## config.mk

```make
export PLATFORM = sky130hd
export DESIGN_NAME = pvp_front
export DESIGN_NICKNAME = d
export VERILOG_FILES = /design/src/hdl/pvp_pkg.sv /design/src/hdl/pvp_front.sv
export SDC_FILE = /design/constraint.sdc
export NUM_CORES = 2
export LEC_CHECK = 0
export BUFFER_PORTS_ARGS = -buffer_cell sky130_fd_sc_hd__buf_4
export CORE_MARGIN = 2
export CORE_UTILIZATION = 40
export CTS_BUF_LIST = sky130_fd_sc_hd__clkbuf_4 sky130_fd_sc_hd__clkbuf_8
export DETAILED_ROUTE_END_ITERATION = 12
export SYNTH_ARGS = -nofsm -noshare
export SYNTH_HDL_FRONTEND = slang
export SYNTH_SLANG_ARGS = --single-unit
```

## constraint.sdc

```tcl
create_clock -name clk -period 7.8 [get_ports clk]
set_input_delay 0 -clock clk [delete_from_list [all_inputs] [get_ports clk]]
set_output_delay 0 -clock clk [all_outputs]
set_load 0.005 [all_outputs]
```

## src/hdl/pvp_pkg.sv

```systemverilog
package pvp_pkg;

	localparam int FRAC_BITS = 8;

	localparam int CW   = 24;
	localparam int FSW  = 16;
	localparam int CENW = 10;
	localparam int OW   = 16;
	localparam int IDXW = 2;

	localparam int DW    = CW + 1;
	localparam int DUW   = CW;
	localparam int DENW  = DUW + FRAC_BITS;
	localparam int PW    = CW + FSW;
	localparam int CDW   = CENW + DENW;
	localparam int NMW   = ((CDW > PW) ? CDW : PW) + 1;
	localparam int NW    = NMW + 1;
	localparam int QW    = OW;
	localparam int QN    = QW + 1;
	localparam int DSW   = DENW + QW;
	localparam int NCELL = QN;

	localparam logic [DUW-1:0] DEPTH_ONE = DUW'(1) << FRAC_BITS;

	localparam logic [CW-1:0]   CAMERA_Z_RST    = CW'(-25600);
	localparam logic [FSW-1:0]  FOCAL_SCALE_RST = FSW'(30720);
	localparam logic [CENW-1:0] CENTER_X_RST    = CENW'(140);
	localparam logic [CENW-1:0] CENTER_Y_RST    = CENW'(120);

	typedef enum logic [IDXW-1:0] {
		REG_CAMERA_Z    = 2'd0,
		REG_FOCAL_SCALE = 2'd1,
		REG_CENTER_X    = 2'd2,
		REG_CENTER_Y    = 2'd3
	} pvp_reg_t;

	typedef struct packed {
		logic [CW-1:0]   camera_z;
		logic [FSW-1:0]  focal_scale;
		logic [CENW-1:0] center_x;
		logic [CENW-1:0] center_y;
	} pvp_cfg_t;

	// one divider step for both coordinates, sharing the shifted divisor
	typedef struct packed {
		logic            neg_x;
		logic            neg_y;
		logic            clamped;
		logic [NMW-1:0]  rem_x;
		logic [NMW-1:0]  rem_y;
		logic [DSW-1:0]  dsh;
		logic [QN-1:0]   q_x;
		logic [QN-1:0]   q_y;
	} pvp_cell_t;

endpackage

```

## src/hdl/pvp_front.sv

```systemverilog
module pvp_front import pvp_pkg::*; (
	input  logic            clk,
	input  logic            arst_n,
	input  pvp_cfg_t        cfg,
	input  logic            in_valid,
	output logic            in_ready,
	input  logic [CW-1:0]   vertex_x,
	input  logic [CW-1:0]   vertex_y,
	input  logic [CW-1:0]   vertex_z,
	output logic            out_valid,
	input  logic            out_ready,
	output pvp_cell_t       out_data
);

	logic v_s1, v_s2, v_s3, v_s4;
	logic rdy_s1, rdy_s2, rdy_s3, rdy_s4;

	logic signed [DW-1:0] depth;
	logic                 clamp;
	logic [DENW-1:0]      den;
	logic signed [PW:0]   prod_x, prod_y;

	logic [DENW-1:0] den_s1;
	logic [PW-1:0]   px_s1, py_s1;
	logic            clamp_s1;

	logic [CDW-1:0]  bx, by;
	logic [DENW-1:0] den_s2;
	logic [CDW-1:0]  bx_s2, by_s2;
	logic [PW-1:0]   px_s2, py_s2;
	logic            clamp_s2;

	logic [NW-1:0]   nx, ny;
	logic [DENW-1:0] den_s3;
	logic [NW-1:0]   nx_s3, ny_s3;
	logic            clamp_s3;

	logic [NW-1:0]   ax, ay;
	pvp_cell_t       cell_s4;

	assign rdy_s4   = !v_s4 || out_ready;
	assign rdy_s3   = !v_s3 || rdy_s4;
	assign rdy_s2   = !v_s2 || rdy_s3;
	assign rdy_s1   = !v_s1 || rdy_s2;
	assign in_ready = rdy_s1;

	always_ff @(posedge clk or negedge arst_n) begin
		if (!arst_n) begin
			v_s1 <= 1'b0;
			v_s2 <= 1'b0;
			v_s3 <= 1'b0;
			v_s4 <= 1'b0;
		end else begin
			if (rdy_s1) v_s1 <= in_valid;
			if (rdy_s2) v_s2 <= v_s1;
			if (rdy_s3) v_s3 <= v_s2;
			if (rdy_s4) v_s4 <= v_s3;
		end
	end

	// depth, clamp and the two focal products
	always_comb begin
		depth  = $signed({vertex_z[CW-1], vertex_z}) - $signed({cfg.camera_z[CW-1], cfg.camera_z});
		clamp  = depth < $signed({1'b0, DEPTH_ONE});
		den    = {(clamp ? DEPTH_ONE : depth[DUW-1:0]), {FRAC_BITS{1'b0}}};
		prod_x = $signed(vertex_x) * $signed({1'b0, cfg.focal_scale});
		prod_y = $signed(vertex_y) * $signed({1'b0, cfg.focal_scale});
	end

	always_ff @(posedge clk) begin
		if (in_valid && rdy_s1) begin
			den_s1   <= den;
			px_s1    <= prod_x[PW-1:0];
			py_s1    <= prod_y[PW-1:0];
			clamp_s1 <= clamp;
		end
	end

	// center scaled by the denominator
	assign bx = CDW'(cfg.center_x) * CDW'(den_s1);
	assign by = CDW'(cfg.center_y) * CDW'(den_s1);

	always_ff @(posedge clk) begin
		if (v_s1 && rdy_s2) begin
			den_s2   <= den_s1;
			bx_s2    <= bx;
			by_s2    <= by;
			px_s2    <= px_s1;
			py_s2    <= py_s1;
			clamp_s2 <= clamp_s1;
		end
	end

	// numerators, y runs downward on screen
	assign nx = {{(NW-CDW){1'b0}}, bx_s2} + {{(NW-PW){px_s2[PW-1]}}, px_s2};
	assign ny = {{(NW-CDW){1'b0}}, by_s2} - {{(NW-PW){py_s2[PW-1]}}, py_s2};

	always_ff @(posedge clk) begin
		if (v_s2 && rdy_s3) begin
			den_s3   <= den_s2;
			nx_s3    <= nx;
			ny_s3    <= ny;
			clamp_s3 <= clamp_s2;
		end
	end

	// sign and magnitude for the divider chain
	assign ax = nx_s3[NW-1] ? (~nx_s3 + NW'(1)) : nx_s3;
	assign ay = ny_s3[NW-1] ? (~ny_s3 + NW'(1)) : ny_s3;

	always_ff @(posedge clk) begin
		if (v_s3 && rdy_s4) begin
			cell_s4.neg_x   <= nx_s3[NW-1];
			cell_s4.neg_y   <= ny_s3[NW-1];
			cell_s4.clamped <= clamp_s3;
			cell_s4.rem_x   <= ax[NMW-1:0];
			cell_s4.rem_y   <= ay[NMW-1:0];
			cell_s4.dsh     <= {den_s3, {QW{1'b0}}};
			cell_s4.q_x     <= '0;
			cell_s4.q_y     <= '0;
		end
	end

	assign out_valid = v_s4;
	assign out_data  = cell_s4;

endmodule

```

==> flow_metrics.py <==
metrics = {
    "detailed_routing": {
        "drt.antenna.violating_nets": 0,
        "wl_microns": 157300,
        "detail_route.first_pass.iterations": 5,
        "avgRoutedWirePerCell_microns": 17.49,
        "detail_route.iter0.violations": 2657,
        "residual_drc": 0,
        "via_count": 44610,
        "avgViaCountPerCell": 4.962,
    },
    "sta": {
        "slew_viols_final": 0,
        "rsz_0062_raised_after_global_routing": "no",
        "timing.clock.skew_ns": 0.06358,
        "fmax_mhz": 150.3,
        "post-route-period-util_pct": 85.30,
        "layout_min_cycle_time_ns": 6.654,
        "setup_total_negative_slack_ns": 0,
        "max_slew.worst_pin.slew_ns": 1.038,
        "finalHoldViolCount": 0,
        "report.final.setup_viol": 0,
        "max-slew-margin-rel_pct": 30.80,
    },
    "critical_path": {
        "path_max_fanout": 21,
        "critPathArrivalTime_ns": 7.18,
        "endpoint_kind": "register",
        "worstRegToRegCells": 19,
        "worst_setup_path_startpoint": "den_s1[14]$_SDFFCE_PP0P_",
        "path_class": "reg2reg",
        "critical_path.reg2reg.startpoint": "den_s1[14]$_SDFFCE_PP0P_",
        "cp.required_ns": 8.33,
        "start_kind": "register",
    },
    "global_routing": {
        "most_used_routing_layer_in_global_routing": "met2",
        "grt_max_degree": 145,
        "gr-usage-met3_pct": 2.866,
        "globalRouteMet2Util_pct": 31.07,
        "first_pass_grt_wire_length_microns": 255100,
        "grt.met1_usage_pct": 27.28,
        "grt.total_usage_pct": 19.28,
        "first_global_vias": 47160,
        "global_route.overflow_total": 0,
        "initial_antenna_violation_count": 13,
    },
    "floorplanning": {
        "die_h_microns": 407.6,
        "start_util_pct": 40.17,
        "coreArea_sq_mm": 0.1622,
        "die_area_sq_mm": 0.1662,
        "die_width_microns": 407.6,
        "io_pins": 309,
        "rows": 148,
    },
    "synth": {
        "yosys_warnings": 0,
        "synth_top_cells_by_area": "fa_1, edfxtp_1, ha_1",
        "yosys.cell_types.count": 77,
        "yosysMostFrequentCell": "inv_1",
        "synth_top_area_share_pct": 33.61,
        "yosysSeqAreaShare_pct": 23.38,
        "synth_common_cells": "inv_1, fa_1, nand2_1",
        "synth.ff_latch_count": 508,
        "yosys_most_used_dff": "edfxtp_1",
        "share_of_flip_flops_with_an_asynchronous_set_or_reset_after_synthesis_pct": 0.7874,
        "synth.cell_area_sq_mm": 0.06516,
        "synthesis.instances": 6551,
        "avg_cell_area_syn_sq_um": 9.947,
        "synth-edff-count": 504,
        "yosys.area.top_type": "fa_1",
    },
    "placement": {
        "place_area_sq_mm": 0.06884,
        "placed_cells": 8755,
        "gp_routability_congestion": 0.8780,
        "dp_hpwl_microns": 120900,
        "io_buffers": 250,
    },
    "job": {
        "timing.max_cap.violations": 0,
    },
    "clock_network": {
        "cts_htree_levels": 3,
        "clock-root-buffer": "clkbuf_8",
        "cts.sinks": 508,
        "tritoncts_clock_tree": "done",
        "clock_path_buffers": 3,
        "post_cts_resize_count": 0,
        "clk_transition_reported_paths_ns": 0.07,
        "cts_made_buffers": 89,
        "clk_latency_ns": 0.79,
        "cts_post_setup_buffers_inserted": 0,
    },
    "hold_path": {
        "worst_hold_startpoint": "cfg[51]",
        "hold-path-cell-count": 5,
        "worst_hold_class": "in2reg",
    },
    "final_layout": {
        "nFillCells": 15730,
        "ratio_of_cells_with_drive_above_1_in_the_final_layout_pct": 6.695,
        "final_cells": 8992,
        "fin_area_sq_mm": 0.07147,
        "final_nets": 8398,
        "end_of_flow_core_utilization_pct": 44.06,
        "layout-area-overhead-vs-synth_pct": 9.677,
    },
    "status": {
        "status": "finished, final reports clean",
    },
}
-- metrics by stage --
stage                     setup WS (ns)  hold slack, ns
final                             1.146         0.07623
after floorplan                   1.480         -0.2956
after detailed placement         0.8676         -0.2021
after global routing             0.5595         0.07355
after CTS                         1.081        0.008066
after global placement           0.9106         -0.2033
-- routing by layer --
metal,wire (microns),part of all wire [%]
met2,73250,47
met4,3249,2.1
met5,51,0.032
met3,9070,5.8
met1,71630,46
-- area by class of cell --
type                    instances  area (sq um)  area share [%]
well taps                    2175          2721           3.808
diodes                          6         15.01         0.02101
clock inverters                58         591.8          0.8281
multi-input cells            4396         43540           60.91
repair buffers                345          2768           3.872
inverters                    1397          5244           7.337
flip-flops and latches        508         15230           21.32
clock buffers                 107          1360           1.903
-- critical path, stage by stage (launching register included) --
cell	delay (ns)
edfxtp_1	0.88
and2_1	0.25
fa_1	0.44
fa_1	0.57
fa_1	0.42
fa_1	0.50
inv_1	0.05
fa_1	0.49
inv_1	0.05
ha_1	0.33
and3_1	0.20
a221o_1	0.29
a21oi_1	0.29
o21ai_0	0.21
o41ai_1	0.45
a21oi_1	0.18
a21oi_1	0.41
o31ai_1	0.13
a21oi_1	0.18
xnor2_1	0.08
-- sequential cells by signal, indices dropped and copies added, names as in the netlist, 24 cells and up --
register and flops:
den_s1 24, out_data 113, den_s2 24, ny_s3 44, py_s1 40, py_s2 40
px_s1 40, nx_s3 44, by_s2 34, px_s2 40, den_s3 24, bx_s2 34
-- timing repair --
action | in CTS | in global routing
hold endpoints to repair | 80 | 0
setup endpoints to repair | 0 | 0
hold buffers | 66 | 0
-- worst paths after layout --
check	slack, ns	end
worst min register to register	0.39	py_s2[29]$_DFFE_PP_
min in group asynchronous	0.11	out_valid$_DFFE_PN0P_
worst min-delay path	0.08	den_s1[23]$_SDFFCE_PP0P_
max in group asynchronous	7.52	v_s1$_DFFE_PN0N_
worst max register to register	1.15	by_s2[41]$_DFFE_PP_
worst max-delay path	1.15	by_s2[41]$_DFFE_PP_
-- cells by family (layout without fill, tap and decap cells) --
group           count (synthesis)  in the layout  synth area share [%]
compound gates                691            691                 6.807
xor+xnor                      297            297                 3.992
fa+ha+maj                    1525           1525                 41.88
buf+inv                      1704           1907                 10.17
flops                         508            508                 23.38
mux                             2              2               0.03072
other cells                     1             64              0.005755
simple gates                 1823           1823                 13.73
-- cells in the final DEF (no fill, tap or decap), types with 31 or more instances in the layout --
master         count
a21o_1            75
a21oi_1          202
and2_1           551
buf_4            278
clkbuf_8          89
conb_1            58
dlygate4sd3_1     66
edfxtp_1         504
fa_1            1094
ha_1             431
inv_1           1397
nand2_1          843
nand2b_1          48
nand3_1           40
nor2_1           130
nor3_1            51
o21a_1            37
o21ai_0          153
o31ai_1           36
or3_1             31
xnor2_1          244
xor2_1            53
Power is left out: the tool's default activity adds up to more than one toggle a clock period on the data nets, which glitch-free logic cannot reach.
