**config.mk**
```make
export PLATFORM = sky130hd
export DESIGN_NAME = pvp_div_cell
export DESIGN_NICKNAME = d
export VERILOG_FILES = /design/src/hdl/pvp_pkg.sv /design/src/hdl/pvp_div_cell.sv
export SDC_FILE = /design/constraint.sdc
export NUM_CORES = 1
export LEC_CHECK = 0
export BUFFER_PORTS_ARGS = -buffer_cell sky130_fd_sc_hd__buf_2
export CAP_MARGIN = 20
export CORE_UTILIZATION = 52
export CTS_BUF_LIST = sky130_fd_sc_hd__clkbuf_4 sky130_fd_sc_hd__clkbuf_8
export CTS_CLUSTER_DIAMETER = 200
export CTS_CLUSTER_SIZE = 24
export DETAILED_ROUTE_END_ITERATION = 12
export PLACE_DENSITY_LB_ADDON = 0.3
export SYNTH_ARGS = -nofsm -noshare
export SYNTH_HDL_FRONTEND = slang
export SYNTH_SLANG_ARGS = --single-unit
export TNS_END_PERCENT = 50
```
**constraint.sdc**
```tcl
create_clock -name clk -period 7.3 [get_ports clk]
set_clock_uncertainty 0.2 [all_clocks]
set_input_delay 1.46 -clock clk [delete_from_list [all_inputs] [get_ports clk]]
set_output_delay 1.46 -clock clk [all_outputs]
set_load 0.02 [all_outputs]
```
**src/hdl/pvp_pkg.sv**
```systemverilog
package pvp_pkg;

	localparam int FRAC_BITS = 8;

	localparam int CW   = 24;
	localparam int FSW  = 16;
	localparam int CENW = 10;
	localparam int OW   = 16;
	localparam int IDXW = 2;

	localparam int DW    = CW + 1;
	localparam int DUW   = CW;
	localparam int DENW  = DUW + FRAC_BITS;
	localparam int PW    = CW + FSW;
	localparam int CDW   = CENW + DENW;
	localparam int NMW   = ((CDW > PW) ? CDW : PW) + 1;
	localparam int NW    = NMW + 1;
	localparam int QW    = OW;
	localparam int QN    = QW + 1;
	localparam int DSW   = DENW + QW;
	localparam int NCELL = QN;

	localparam logic [DUW-1:0] DEPTH_ONE = DUW'(1) << FRAC_BITS;

	localparam logic [CW-1:0]   CAMERA_Z_RST    = CW'(-25600);
	localparam logic [FSW-1:0]  FOCAL_SCALE_RST = FSW'(30720);
	localparam logic [CENW-1:0] CENTER_X_RST    = CENW'(140);
	localparam logic [CENW-1:0] CENTER_Y_RST    = CENW'(120);

	typedef enum logic [IDXW-1:0] {
		REG_CAMERA_Z    = 2'd0,
		REG_FOCAL_SCALE = 2'd1,
		REG_CENTER_X    = 2'd2,
		REG_CENTER_Y    = 2'd3
	} pvp_reg_t;

	typedef struct packed {
		logic [CW-1:0]   camera_z;
		logic [FSW-1:0]  focal_scale;
		logic [CENW-1:0] center_x;
		logic [CENW-1:0] center_y;
	} pvp_cfg_t;

	// one divider step for both coordinates, sharing the shifted divisor
	typedef struct packed {
		logic            neg_x;
		logic            neg_y;
		logic            clamped;
		logic [NMW-1:0]  rem_x;
		logic [NMW-1:0]  rem_y;
		logic [DSW-1:0]  dsh;
		logic [QN-1:0]   q_x;
		logic [QN-1:0]   q_y;
	} pvp_cell_t;

endpackage

```
**src/hdl/pvp_div_cell.sv**
```systemverilog
module pvp_div_cell import pvp_pkg::*; (
	input  logic      clk,
	input  logic      arst_n,
	input  logic      in_valid,
	output logic      in_ready,
	input  pvp_cell_t in_data,
	output logic      out_valid,
	input  logic      out_ready,
	output pvp_cell_t out_data
);

	logic      valid_q;
	pvp_cell_t data_q;
	pvp_cell_t nxt;
	logic      ge_x, ge_y;

	assign in_ready = !valid_q || out_ready;

	// one restoring step: subtract the aligned divisor when it fits
	always_comb begin
		nxt   = in_data;
		ge_x  = {{(DSW-NMW){1'b0}}, in_data.rem_x} >= in_data.dsh;
		ge_y  = {{(DSW-NMW){1'b0}}, in_data.rem_y} >= in_data.dsh;
		if (ge_x) nxt.rem_x = in_data.rem_x - in_data.dsh[NMW-1:0];
		if (ge_y) nxt.rem_y = in_data.rem_y - in_data.dsh[NMW-1:0];
		nxt.q_x = {in_data.q_x[QN-2:0], ge_x};
		nxt.q_y = {in_data.q_y[QN-2:0], ge_y};
		nxt.dsh = in_data.dsh >> 1;
	end

	always_ff @(posedge clk or negedge arst_n) begin
		if (!arst_n) begin
			valid_q <= 1'b0;
		end else if (in_ready) begin
			valid_q <= in_valid;
		end
	end

	always_ff @(posedge clk) begin
		if (in_valid && in_ready) begin
			data_q <= nxt;
		end
	end

	assign out_valid = valid_q;
	assign out_data  = data_q;

endmodule

```
==> flow_summary.ini, run 1 <==
[global_route]
grt_use_total_pct = 28.5
grt_overflow = 0
antenna_found_initial = 3
grt_pass1_vias = 9177
grt_pass1_wl_mm = 48.4
grt_max_degree = 82

[sta]
slew_headroom_pct = 31.9
worst_slack_ns = 2.18
rsz0062_at_grt = false
max_freq_ghz = 0.195
drv_slew = 0
period_share_pct = 70.1
whs_ns = 0.393
fin_crit_ns = 5.12
tightest_slew_ns = 1.02
tns_ns = 0
hold_violations = 0
setup_viol = 0

[floorplan]
ios = 348
dieWidth_um = 150
die_area_sq_um = 22400
rows = 53
floorplan.initialDensity_pct = 53.5
die_h_um = 150
coreArea_sq_um = 21200

[yosys]
avgSynthCellArea_sq_um = 10.1
ys_ff_latch = 171
netlist_area_sq_um = 11400
synth-async-reset-ratio_pct = 0.585
ys_warn_count = 0
netlist_instances = 1122
synth_cell_types = 73
syn_nets = 1385
synth_edf_count = 170
seq_area_frac_synth_pct = 45.2
ys.flop_type = edfxtp_1

[worst_setup_path]
cp.required_ns = 7.32
cp_data_arrival_time_ns = 5.14
crit_path_max_fanout = 44
worstSetupStartpointType = input pin
critPathKind = in -> reg
cp-end-kind = register

[pwr]
total_power_w = 0.00257
power_density_nw_per_um2 = 188
vdd_drop_max_uv = 114
p_leak_nw = 6.13

[placed_design]
pre_cts_slack_ns = 1.76
port_buffers = 344
gp_congestion = 0.907
dpl.hpwl_mm = 26.2

[run_status]
status = complete, no violations

[clocking]
root_buffer = clkbuf_8
ctsLongestPathBuffers = 2
numCtsBuffers = 17
cts_tree = done
clk_latency_ns = 0.49
ctsResizeCount = 0
hold_buffers = 0
clk_pin_slew_worst_paths_ns = 0.11
post-cts-setup-buffer-count = 0
cts_sinks = 171
htree_levels = 4

[routing]
drtIter0Drc = 698
drc_errors = 0
ant_nets = 0
vias = 10006
wl_per_cell_um = 19.0
via_per_inst = 5.76
wl_mm = 33.0
firstDrtPassIters = 5

[finish]
area_delta_synth_final_pct = 20.3
filler_cell_count = 1785
final_nets = 1709
final_util_pct = 64.4
drive_above_1_share_pct = 29.2

[job]
drv_cap = 0

[worst_hold_path]
hp-class = reg -> reg
[per-stage QoR]
stage | cell area, sq um | std cells
after global routing | 13700 | 1735
after CTS | 13700 | 1734
after floorplan | 11400 | 1122
final | 13700 | 1737
after global placement | 13300 | 1702
after detailed placement | 13300 | 1702
[cell families (layout without fill, tap and decap cells)]
kind of cell             count (synthesis)  count (layout)  share of synthesized area, %
AO/OA/AOI/OAI                          335             335                          18.9
XOR/XNOR                                66              66                          5.09
adder cells (fa/ha/maj)                 88              88                          9.83
buffers and inverters                  116             453                          4.16
flip-flops                             171             171                          45.2
multiplexers                            38              38                          3.76
other                                    1               4                        0.0330
AND/OR/NAND/NOR                        307             307                          13.1
[cell usage after synthesis, types with 8 or more instances]
library cell,number,area (sq um)
edfxtp_1,170,5100
nand2_1,110,413
a21oi_1,96,480
ha_1,86,1080
inv_1,73,274
o21ai_0,73,365
nor2_1,59,221
a21o_1,46,345
xnor2_1,41,359
xor2_1,25,219
clkbuf_1,23,86.3
nand3_1,23,115
mux2_2,22,248
nand4_1,20,125
nor3_1,17,85.1
o21ai_1,17,85.1
nor2b_1,16,100
buf_2,15,75.1
mux2_1,15,169
o21bai_1,12,90.1
a31oi_1,11,68.8
nand2b_1,11,68.8
o21a_1,11,82.6
and2_1,10,62.6
a211oi_1,9,67.6
and3_1,9,56.3
or3_1,9,56.3
o31ai_1,8,60.1
[final timing paths]
path / from / to / slack, ns / cells past startpoint
max: in_data[67] / out_data[147] / 2.18 / 13
min: out_valid / out_valid / 0.39 / 2
max reg2reg: out_valid / out_data[67] / 4.95 / 3
min reg2reg: out_valid / out_valid / 0.39 / 2
max in group asynchronous: arst_n / out_valid / 6.30 / 1
min in group asynchronous: arst_n / out_valid / 0.52 / 1
[sequential cells by signal, indices dropped and copies added (netlist names)]
register	count
out_data	170
out_valid	1
[placed cells by master (no fill, tap or decap), types with 3 or more instances in the layout]
cell type,count
o41ai_1,3
o31ai_1,8
a211oi_1,9
nor2b_1,16
buf_2,344
and2_1,9
or3_1,9
o31a_1,5
a31o_2,5
xor2_1,25
nor2_1,59
inv_1,73
mux2_2,22
clkbuf_8,17
buf_4,4
a221oi_1,3
o21a_1,11
o211ai_1,6
clkinv_4,4
a21oi_1,95
xnor2_1,41
and3_1,9
a21o_1,46
diode_2,3
or2_2,6
nor3b_1,4
o21ai_0,73
ha_1,86
a31oi_1,11
inv_8,5
nor3_1,17
mux2_1,15
nand2_1,110
edfxtp_1,170
o21bai_1,12
nand2b_1,11
nand4_1,20
nand3_1,23
a211o_1,3
o21ai_1,17
[worst max-delay path, stage by stage]
cell and delay (ns):
buf_2 0.10, inv_1 0.08, ha_1 0.44, a21o_1 0.25, a221oi_1 0.44, o311ai_1 0.17, o21ai_1 0.18, o311ai_1 0.14
a211oi_1 0.42, or2_2 0.74, buf_4 0.48, nand2_1 0.11, o41ai_1 0.11
[metal layers]
metal	vias to the layer above	global-route usage [%]	share of wire, %
met5	-	0	0
met2	415	49.0	49
met4	0	8.33	1.9
met1	4735	36.7	41
met3	46	4.63	7.6
li1	4810	-	-
[final cells by class]
type / count / area, sq um / share of cell area (%)
inverters: 73 / 274 / 2.00
flip-flops and latches: 171 / 5130 / 37.5
clock inverters: 14 / 149 / 1.09
clock buffers: 18 / 241 / 1.77
diodes: 3 / 7.51 / 0.0549
well taps: 275 / 344 / 2.52
multi-input cells: 835 / 5770 / 42.2
repair buffers: 348 / 1750 / 12.8
[where the power goes]
| part | leakage [nW] | switching, W | total [W] | internal (W) |
|---|---|---|---|---|
| sequential | 1.63 | 0.0000129 | 0.00116 | 0.00115 |
| combinational | 4.30 | 0.000450 | 0.000726 | 0.000276 |
| clock | 0.197 | 0.000422 | 0.000682 | 0.000260 |
Power figures use the tool's default switching activity.
==> inputs of run 2 (changes only) <==
--- a/config.mk
+++ b/config.mk
@@ -7,7 +7,7 @@
 export LEC_CHECK = 0
 export BUFFER_PORTS_ARGS = -buffer_cell sky130_fd_sc_hd__buf_2
 export CAP_MARGIN = 20
-export CORE_UTILIZATION = 52
+export CORE_UTILIZATION = 49
 export CTS_BUF_LIST = sky130_fd_sc_hd__clkbuf_4 sky130_fd_sc_hd__clkbuf_8
 export CTS_CLUSTER_DIAMETER = 200
 export CTS_CLUSTER_SIZE = 24
==> constraint.sdc (replaced) <==
create_clock -name clk -period 4.49 [get_ports clk]
set_clock_uncertainty 0.2 [all_clocks]
set_input_delay 0.898 -clock clk [delete_from_list [all_inputs] [get_ports clk]]
set_output_delay 0.898 -clock clk [all_outputs]
set_load 0.02 [all_outputs]
==> run 2 against run 1 <==
- final cell count increased by 1.8%
- sequential power is 62% higher
- clock power up 73%
- largest cell class unchanged
==> flow_summary.ini, run 2 (same netlist as run 1, synthesis figures left out) <==
[floorplan]
ios = 348
rows = 55
coreArea_sq_um = 22700
floorplan.initialDensity_pct = 50.0
die_h_um = 154
dieWidth_um = 154
die_area_sq_um = 23800

[routing]
firstDrtPassIters = 5
ant_nets = 0
wl_mm = 32.8
highest_layer = met4
wl_per_cell_um = 18.6
via_per_inst = 5.57
drc_errors = 0
dr_wl_met3_mm = 2.21
drtIter0Drc = 762
wl_met1_mm = 14.5
met2WireLength_mm = 15.4
vias = 9844

[pwr]
total_power_w = 0.00427
p_leak_nw = 6.26
vdd_drop_max_uv = 186
power_density_nw_per_um2 = 306

[worst_hold_path]
holdPathStages = 2
min_from = out_valid
hp-class = reg -> reg

[placed_design]
gp_congestion = 0.917
port_buffers = 344
dpl.hpwl_mm = 26.1
numPlacedInstances = 1730
placedInstanceArea_sq_um = 13500

[global_route]
grt_max_degree = 84
grt_use_total_pct = 27.2
antenna_found_initial = 5
grt_overflow = 0
grt_pass1_vias = 9264
grt_pass1_wl_mm = 49.7

[sta]
tightest_slew_ns = 0.635
hold_violations = 0
slew_headroom_pct = 57.2
tns_ns = 0
max_freq_ghz = 0.253
rsz0062_at_grt = false
fin_crit_ns = 3.96
drv_slew = 0
setup_viol = 0
period_share_pct = 88.2

[finish]
area_delta_synth_final_pct = 22.7
fin_cells = 1768
final_cell_area_sq_um = 13900
final_nets = 1728
layout_common_cells = buf_2, edfxtp_1, nand2_1
largest_reg_flops = 170
layout_commonest_cell = buf_2
drive_above_1_share_pct = 30.0

[worst_setup_path]
crit_start = in_data[36]
cp_data_arrival_time_ns = 3.97
cp.required_ns = 4.50
worstSetupStartpointType = input pin
critPathKind = in -> reg
cp-end-kind = register
r2r_start = out_valid
crit_path_max_fanout = 25
r2r_cells = 3

[clocking]
numCtsBuffers = 17
root_buffer = clkbuf_8
cts_tree = done
cts_sinks = 171
htree_levels = 4
clk_latency_ns = 0.47
ctsLongestPathBuffers = 2
clk_pin_slew_worst_paths_ns = 0.10
ctsResizeCount = 0

[run_status]
status = complete, no violations

[job]
drv_cap = 0
==> run 2: changes by cell type in the layout (fill, tap and decap cells not counted), sizes merged <==
cell	change
buf	+18
bufinv	+2
clkbuf	+1
diode	+2
dlygate4sd3	+1
inv	-3
==> run 2: per-layer routing <==
metal | GRT usage, % | vias to the layer above
met1 | 35.9 | 4562
met4 | 8.63 | 0
met5 | 0 | -
met2 | 44.9 | 379
met3 | 5.69 | 50
li1 | - | 4853
==> run 2: path summary, 6_finish.rpt <==
path	endpoint	slack (ns)
worst max-delay path	out_data[104]	0.53
worst min-delay path	out_valid	0.36
worst max register to register	out_data[109]	2.51
worst min register to register	out_valid	0.36
max in group asynchronous	out_valid	3.48
min in group asynchronous	out_valid	0.53
==> run 2: cell type report <==
class	count	area, sq um
diodes	5	12.5
clock buffers	19	255
clock inverters	13	164
fillers	2010	8780
inverters	73	274
multi-input cells	835	5770
flip-flops and latches	171	5130
well taps	285	357
repair buffers	367	1970
==> run 2: power by group <==
part | internal, W | total, W | switching, W
Clock | 0.000534 | 0.00118 | 0.000647
Combinational | 0.000471 | 0.00121 | 0.000735
Sequential | 0.00186 | 0.00188 | 0.0000207
==> run 2: timing repair <==
action,CTS,global route
setup endpoints to repair,0,0
endpoints found under the hold margin,1,0
setup buffers,0,0
hold buffers,1,0
==> run 2: critical path: stages <==
cell,delay (ns)
buf_2,0.09
inv_1,0.06
ha_1,0.37
nor2b_1,0.17
o31a_1,0.27
o311a_1,0.33
o21bai_1,0.25
nand2_1,0.13
o21ai_0,0.55
a21oi_4,0.26
buf_12,0.24
mux2_1,0.33
==> run 2: through the flow <==
stage | setup slack, ns | utilization [%] | hold slack, ns
after floorplan | 0.549 | - | 0.402
after global placement | 0.163 | 59.4 | 0.305
after detailed placement | 0.128 | 59.4 | 0.341
after CTS | 0.618 | 61.3 | 0.365
after global routing | 0.426 | 61.3 | 0.355
final | 0.531 | 61.4 | 0.362
==> inputs of run 3 (changes only) <==
--- a/config.mk
+++ b/config.mk
@@ -12,6 +12,7 @@
 export CTS_CLUSTER_DIAMETER = 200
 export CTS_CLUSTER_SIZE = 24
 export DETAILED_ROUTE_END_ITERATION = 12
+export GPL_TIMING_DRIVEN = 0
 export PLACE_DENSITY_LB_ADDON = 0.3
 export SYNTH_ARGS = -nofsm -noshare
 export SYNTH_HDL_FRONTEND = slang
==> run 3 against run 2 <==
- die area stayed put
- combinational power hardly changed
- first-iteration DRC count is 11% lower
- count of clock-buffer cells in the layout is 1 lower
- routed wire length is 2.2% higher
- setup slack worse by 0.24 ns
- largest cell class unchanged
- highest routed layer is now met5
==> flow_summary.ini, run 3 (same netlist as run 1, synthesis figures left out) <==
[placed_design]
numPlacedInstances = 1753
dpl.hpwl_mm = 26.7
gp_congestion = 0.910
pre_cts_slack_ns = -0.139
port_buffers = 344

[clocking]
cts_sinks = 171
cts_tree = done
htree_levels = 4
clk_pin_slew_worst_paths_ns = 0.11
ctsResizeCount = 0
ctsLongestPathBuffers = 2
clk_latency_ns = 0.48
root_buffer = clkbuf_8
numCtsBuffers = 17

[worst_setup_path]
cp_data_arrival_time_ns = 4.21
cpPeakStageDelay_ns = 0.67
critPathKind = in -> reg
crit_path_max_fanout = 10
cp_cell_sequence = buf_2 -> inv_1 -> ha_1 -> clkbuf_1 -> nand4_1 -> nor3_1 -> o311a_1 -> o21bai_1 -> nand2_1 -> o21ai_0 -> a21oi_1 -> buf_2 -> mux2_2
path_buf_inv = 4
crit_top_cell = buf_2
cp-end-kind = register
worstSetupStartpointType = input pin
cp.required_ns = 4.51
cp_top_family = compound AO/OA/AOI/OAI gates
critPathSlowestCell = a21oi_1

[routing]
ant_nets = 0
via_per_inst = 5.58
firstDrtPassIters = 5
drtIter0Drc = 675
drc_errors = 0
wl_mm = 33.5
wl_per_cell_um = 18.7
vias = 10000

[finish]
final_nets = 1751
layout_commonest_cell = buf_2
largest_reg_flops = 170
final_util_pct = 61.3
ff_latch_area_sq_um = 5130
fin_cells = 1792
multiInputGateArea_sq_um = 5760
area_delta_synth_final_pct = 22.6
layout_common_cells = buf_2, edfxtp_1, nand2_1
filler_cell_count = 1976
drive_above_1_share_pct = 29.4

[pwr]
power_density_nw_per_um2 = 306
p_leak_nw = 6.25
total_power_w = 0.00426
vdd_drop_max_uv = 169

[sta]
drv_slew = 0
period_share_pct = 93.4
rsz0062_at_grt = false
max_freq_ghz = 0.238
worst_slack_ns = 0.295
setup_viol = 0
hold_violations = 0
tightest_slew_ns = 0.916
slew_headroom_pct = 38.9
fin_crit_ns = 4.19

[floorplan]
floorplan.initialDensity_pct = 50.0
die_h_um = 154
coreArea_sq_um = 22700
dieWidth_um = 154
ios = 348
die_area_sq_um = 23800
rows = 55

[global_route]
grt_pass1_vias = 9398
grt_overflow = 0
grt_max_degree = 65
grt_pass1_wl_mm = 50.1
antenna_found_initial = 7
grt_use_total_pct = 27.5

[run_status]
status = complete, no violations

[job]
drv_cap = 0

[worst_hold_path]
hp-class = reg -> reg
[run 3: worst register-to-register path, cell delays in order (launching register included)]
cell,delay [ns]
dfrtp_1,0.39
nand2b_1,0.12
and2_4,0.75
buf_16,0.36
[run 3: per-stage QoR]
stage	setup TNS, ns	instance area, sq um	hold slack, ns
floorplan	0	11400	0.402
detailed placement	-4.36	13500	0.342
global route	0	13900	0.367
global placement	-31.90	13400	0.297
CTS	0	13900	0.368
finish	0	13900	0.361
[run 3: power breakdown]
| part | switching [W] | total (W) | internal, W |
|---|---|---|---|
| Sequential | 0.0000201 | 0.00188 | 0.00186 |
| Clock | 0.000673 | 0.00120 | 0.000525 |
| Combinational | 0.000731 | 0.00118 | 0.000454 |
[run 3: layout make-up]
| class | count | area share (%) |
|---|---|---|
| Clock buffer | 18 | 1.73 |
| Tap cell | 285 | 2.56 |
| Clock inverter | 14 | 1.22 |
| Multi-Input combinational cell | 835 | 41.3 |
| Inverter | 73 | 1.97 |
| Sequential cell | 171 | 36.8 |
| Antenna cell | 6 | 0.108 |
| Timing Repair Buffer | 347 | 12.8 |
| Buffer | 43 | 1.43 |
[run 3: metal layers]
metal	vias up	global-route usage (%)	share of wire [%]
li1	4906	-	-
met3	51	5.52	6.7
met1	4682	34.7	43
met5	-	0	0.039
met4	2	9.48	2.4
met2	359	47.2	48
[run 3: repair_timing]
item	4_1_cts	5_1_grt
hold endpoints to repair	1	0
endpoints found under the setup margin	0	0
setup buffers	0	0
hold buffers	1	0
[run 3: path summary, 6_finish.rpt]
kind / startpoint / endpoint / slack, ns / cells past startpoint
max: in_data[47] / out_data[99] / 0.30 / 13
min: out_valid / out_valid / 0.36 / 2
max reg2reg: out_valid / out_data[155] / 2.29 / 3
min reg2reg: out_valid / out_valid / 0.36 / 2
max in group asynchronous: arst_n / out_valid / 3.49 / 2
min in group asynchronous: arst_n / out_valid / 0.52 / 2
